### src/sv/mrt_pkg.sv
package mrt_pkg;
   localparam int TableEntries = 32;
   localparam int IdxW = $clog2(TableEntries);
   localparam int CntW = $clog2(TableEntries + 1);
   localparam int IdW = 16;

   typedef enum logic [1:0] {
      CMD_INSERT = 2'd0,
      CMD_SEARCH = 2'd1,
      CMD_REMOVE = 2'd2,
      CMD_REMOVE_ALL = 2'd3
   } cmd_type;

   typedef struct packed {
      logic [IdW-1:0] producer;
      logic [IdW-1:0] consumer;
      logic [IdW-1:0] proc_addr;
   } entry_type;

   typedef struct packed {
      logic      valid;
      entry_type data;
   } slot_type;

   typedef struct packed {
      logic           active;
      cmd_type        cmd;
      logic [IdW-1:0] producer;
      logic [IdW-1:0] consumer;
      logic [IdW-1:0] proc_addr;
      logic           done;
   } token_type;
endpackage

### src/sv/mrt_cell.sv
module mrt_cell (
   input  logic              clock,
   input  logic              reset,
   input  mrt_pkg::token_type tok_in,
   output mrt_pkg::token_type tok_out,
   output logic              hit,
   output mrt_pkg::entry_type hit_data
);
   import mrt_pkg::*;

   logic      valid_ff, valid_in;
   entry_type data_ff, data_in;
   token_type tok_ff, tok_in_n;
   logic      hit_ff, hit_in;
   entry_type hit_data_ff;
   logic      prod_eq, pair_eq;

   always_comb begin
      prod_eq = valid_ff && (data_ff.producer == tok_in.producer);
      pair_eq = prod_eq && (data_ff.consumer == tok_in.consumer);
      valid_in = valid_ff;
      data_in = data_ff;
      tok_in_n = tok_in;
      hit_in = 1'b0;
      if (tok_in.active && !tok_in.done) begin
         case (tok_in.cmd)
            CMD_INSERT: begin
               if (!valid_ff) begin
                  valid_in = 1'b1;
                  data_in = '{tok_in.producer, tok_in.consumer, tok_in.proc_addr};
                  tok_in_n.done = 1'b1;
               end
            end
            CMD_SEARCH: begin
               if (pair_eq) tok_in_n.done = 1'b1;
            end
            CMD_REMOVE: begin
               if (pair_eq) begin
                  valid_in = 1'b0;
                  hit_in = 1'b1;
                  tok_in_n.done = 1'b1;
               end
            end
            CMD_REMOVE_ALL: begin
               if (prod_eq) begin
                  valid_in = 1'b0;
                  hit_in = 1'b1;
               end
            end
            default: ;
         endcase
      end
   end

   always_ff @(posedge clock) begin
      if (reset) begin
         valid_ff <= 1'b0;
         tok_ff.active <= 1'b0;
         hit_ff <= 1'b0;
      end else begin
         valid_ff <= valid_in;
         tok_ff <= tok_in_n;
         hit_ff <= hit_in;
      end
      data_ff <= data_in;
      hit_data_ff <= data_ff;
   end

   assign tok_out = tok_ff;
   assign hit = hit_ff;
   assign hit_data = hit_data_ff;
endmodule

### config.mk
export PLATFORM = sky130hd
export DESIGN_NAME = mrt_cell
export DESIGN_NICKNAME = d
export VERILOG_FILES = /design/src/sv/mrt_pkg.sv /design/src/sv/mrt_cell.sv
export SDC_FILE = /design/constraint.sdc
export NUM_CORES = 1
export LEC_CHECK = 0
export ABC_AREA = 1
export BUFFER_PORTS_ARGS = -buffer_cell sky130_fd_sc_hd__buf_4
export CAP_MARGIN = 20
export CORE_MARGIN = 2
export CORE_UTILIZATION = 30
export DETAILED_ROUTE_END_ITERATION = 6
export SETUP_SLACK_MARGIN = 0.3
export SYNTH_ARGS = -nofsm -noshare
export SYNTH_HDL_FRONTEND = slang
export SYNTH_SLANG_ARGS = --single-unit
### constraint.sdc
create_clock -name clock -period 7.35 [get_ports clock]
set_input_delay 0.3675 -clock clock [delete_from_list [all_inputs] [get_ports clock]]
set_output_delay 0.3675 -clock clock [all_outputs]
set_load 0.05 [all_outputs]
Word-level counts from Yosys, hierarchy flattened
Index checks and enable logic that the tools add are counted.
{ "op_classes": {"eq_ne": 7, "n_mux": 10, "bitwise_logic": 2, "reduce_logical": 10} }
{ "ops": {"columns": ["cell", "count"], "rows": [
  ["$eq 16x16->1", 2],
  ["$mux 1", 7],
  ["$eq 2x2->1 const B", 2],
  ["$ne 2x2->1 const B", 2],
  ["$pmux 1 s2", 2],
  ["$reduce_and 4->1", 1],
  ["$reduce_or 2->1", 2],
  ["$logic_and 1x1->1", 3],
  ["$pmux 1 s3", 1],
  ["$reduce_and 3->1", 1],
  ["$reduce_bool 3->1", 1],
  ["$eq 2x1->1 const B", 1],
  ["$logic_not 2->1", 1],
  ["$not 1->1", 2],
  ["$logic_not 1->1", 1]
]} }
{ "word_totals": {"reg_bits": 150, "inputBits": 54, "out_inout_bits": 101, "elab_cells": 43} }

Logic depth before layout (Yosys ltp)
{ "logic_depth": {"ltp_word": 6, "depth_mapped": 11} }

Worst setup path before layout
OpenSTA, ideal clock, no wires.
{ "synth_path": {"kind": "input to register", "from": "input tok_in[49] in the netlist's numbering", "to": "register data_ff[0] in the netlist's numbering, enable pin", "setup_time_ns": 0.454, "arrival_ns": 2.650, "slack_ns": 4.247, "cell_stages": 4, "path_cell_list": "inv_1 ha_1 nand2_1 nor2_1"} }
{ "synth_between": {"elab_chain_cells": 2} }
{ "synth_rtl": {"columns": ["item", "line_no", "rtl"], "rows": [
  ["from (decl)", "mrt_cell.sv:4", "input mrt_pkg::token_type tok_in,"],
  ["$logic_not 2->1", "mrt_cell.sv:26", "case (tok_in.cmd)"],
  ["$reduce_and 3->1 (no source line)", null, null],
  ["to (signal assigned)", "mrt_cell.sv:65", "data_ff <= data_in;"],
  ["to (decl)", "mrt_cell.sv:12", "entry_type data_ff, data_in;"]
]} }
No other way between the ends.
A chain may end at the register's enable or synchronous reset.

Worst setup path in the final report
{ "layout_path": {"from": "register valid_ff", "to": "register data_ff[25] in the netlist's numbering, enable pin"} }
{ "layout_between": {"elab_chain_cells": 2} }
{ "layout_rtl": {"columns": ["item", "line_no", "rtl"], "rows": [
  ["from (decl)", "mrt_cell.sv:11", "logic valid_ff, valid_in;"],
  ["from (signal assigned)", "mrt_cell.sv:61", "valid_ff <= valid_in;"],
  ["$not 1->1 (no source line)", null, null],
  ["$reduce_and 3->1 (no source line)", null, null]
]} }
No other way between the ends.

==> out/results.txt <==
first-pass GRT wire length - 16.5 mm
f_max - 530 MHz
status - finished, final reports clean
vias in the first global route - 3094
drt wl/cell - 13.7 µm
Crit path required time - 7.43 ns
Worst-path clk slew - 0.06 ns
Die Footprint - 17600 µm²
crit share post-route - 0.257
largest net degree at the start of global routing - 29
Fin. Hold Viols - 0
CTS root buf - clkbuf_16
Final WS setup - 5.46 ns
Routed WL - 10.6 mm
Static Leak - 3.11 nW
final slew viol count - 0
CP max FO - 28
Min-Delay Path Class - in2reg
CTS tree - done
Crit path arrival time - 1.97 ns
Post-Layout Cell Count - 770
initial DRC count - 122
GRT overflow - 0
io pins - 155
cts repair resizes - 0
RSZ-0062 raised after global routing - no
core box area - 16000 µm²
setup tns final - 0 ns
final instance area - 6970 µm²
Cell Pwr Density - 284 nW/µm²
Ys Warns - 0
clk_lat worst skew - 0.42 ns
Setup Fix Bufs, Post-CTS - 0
total clock sinks - 150
post-layout min period - 1.89 ns
Hold-fix buffers, CTS - 0
Syn Inst Count - 366
Max-slew headroom - 0.579
Row Count - 46
FF-to-FF Start - valid_ff
dpl ws - 5.08 ns
DR vias - 3115
# diodes - 0
overall die width - 132 µm
area of the multi-input gates - 733 µm²
cell area after synthesis - 4950 µm²
Layout Utilization - 0.435
vias per std cell - 4.05
initial antenna violation count - 0
Hold WS - 0.123 ns
placed cell count - 738
residual DRC count - 0
startpoint class of the critical path - register
die height - 132 µm
gpl congestion - 0.762
cell area after placement - 6400 µm²
Least-Margin Pin Slew - 0.630 ns
Initial Utilization - 0.310
hold path depth - 2
Antenna Nets Post-Route - 0
register bit total from synthesis - 150
Syn Nets - 425
GR Util All Layers - 0.125
Worst Setup SP - valid_ff
Cell variety after synth - 23
Seq. cell area - 3990 µm²
total CTS buffers - 17
Design Power - 1.98 mW
maximum buffer depth of the clock tree - 2
Fillers - 1483
R2R cell count - 4
Max Cap Viol - 0
port buffer count - 154
Crit Path Class - reg2reg
H-tree levels - 4
share of layout cells above drive strength 1 - 0.359
Hold Path Origin - reset
Max IR drop VDD - 0.151 mV
Crit. End Element - register
1st-pass router iterations - 4
Fin Clk Skew - 0.00741 ns
Syn Area/Cell - 13.5 µm²
DP HPWL - 7.68 mm
Nets - 600
Area Growth Syn to Fin - 40.7%
sequential area share after synthesis - 0.806
Final setup viols - 0
-- Yosys cell counts --
| master | number | share of area |
|---|---|---|
| edfxtp_1 | 99 | 0.60 |
| nor4_1 | 1 | 0.0013 |
| inv_1 | 61 | 0.046 |
| a21oi_4 | 1 | 0.0033 |
| o21bai_1 | 1 | 0.0015 |
| nor2_2 | 2 | 0.0025 |
| dfxtp_1 | 51 | 0.21 |
| xor2_1 | 1 | 0.0018 |
| nand4_1 | 7 | 0.0088 |
| nor3_1 | 1 | 0.0010 |
| ha_1 | 5 | 0.013 |
| o21ai_0 | 3 | 0.0030 |
| and3_1 | 1 | 0.0013 |
| nor2_1 | 38 | 0.029 |
| nand3_2 | 3 | 0.0061 |
| nand2_1 | 81 | 0.061 |
| xnor2_2 | 1 | 0.0033 |
| a21o_1 | 1 | 0.0015 |
| nand3_1 | 3 | 0.0030 |
| a21oi_2 | 1 | 0.0018 |
| inv_2 | 1 | 0.00076 |
| a21oi_1 | 1 | 0.0010 |
| or2_2 | 2 | 0.0025 |
-- cells in the final DEF (no fill, tap or decap), types with 2 or more instances in the layout --
master / instances
or2_2: 2
ha_1: 5
nand3_1: 3
inv_6: 2
nand4_1: 7
bufinv_16: 2
nor2_2: 2
inv_1: 60
clkinvlp_4: 2
o21ai_0: 3
clkbuf_16: 17
clkbuf_1: 2
buf_4: 156
nor2_1: 37
nand2_1: 81
dfxtp_1: 51
inv_2: 2
clkinv_2: 6
edfxtp_1: 99
nand3_2: 3
-- cell type report --
type	count	area share
flip-flops and latches	150	0.573
clock buffers	19	0.0622
inverters	62	0.0334
clock inverters	13	0.0189
multi-input cells	154	0.105
well taps	216	0.0388
repair buffers	156	0.168
-- kinds of logic (layout without fill, tap and decap cells) --
family,after synthesis,count (layout),share of synthesized area
buffers and inverters,62,250,0.0470
DFF,150,150,0.806
and+or+nand+nor,139,139,0.117
AOI/OAI and AO/OA,8,8,0.0121
xor gates and xnor gates,2,2,0.00505
adders and majority gates,5,5,0.0126
-- worst paths after layout --
check / end / slack, ns
hold reg to reg: hit_data[2] / 0.34
setup / recovery: data_ff[25] / 5.46
setup reg to reg: data_ff[25] / 5.46
hold / removal: valid_ff / 0.12
-- critical path, cell delays in order (launching register included) --
cell and delay (ns):
dfxtp_1 0.32, inv_1 0.09, nand2_1 0.09, nor2_4 0.52, buf_4 0.48
-- state kept, by name, indices dropped and copies added (netlist names) --
name,cells
data_ff,48
hit,1
hit_data,48
tok_out,52
valid_ff,1
-- where the power goes --
group / switching [mW] / leakage, nW / internal (mW)
clock network: 0.332 / 0.277 / 0.497
logic: 0.145 / 1.47 / 0.0625
registers: 0.0100 / 1.36 / 0.935
-- layer usage --
metal | up-vias | track usage | wire, µm
met5 | - | 0 | 0
met4 | 0 | 0.0627 | 207
met3 | 19 | 0.0456 | 714
met2 | 111 | 0.188 | 4930
met1 | 1447 | 0.159 | 4710
li1 | 1538 | - | -
Note: power is estimated with default switching activity, not from simulation.
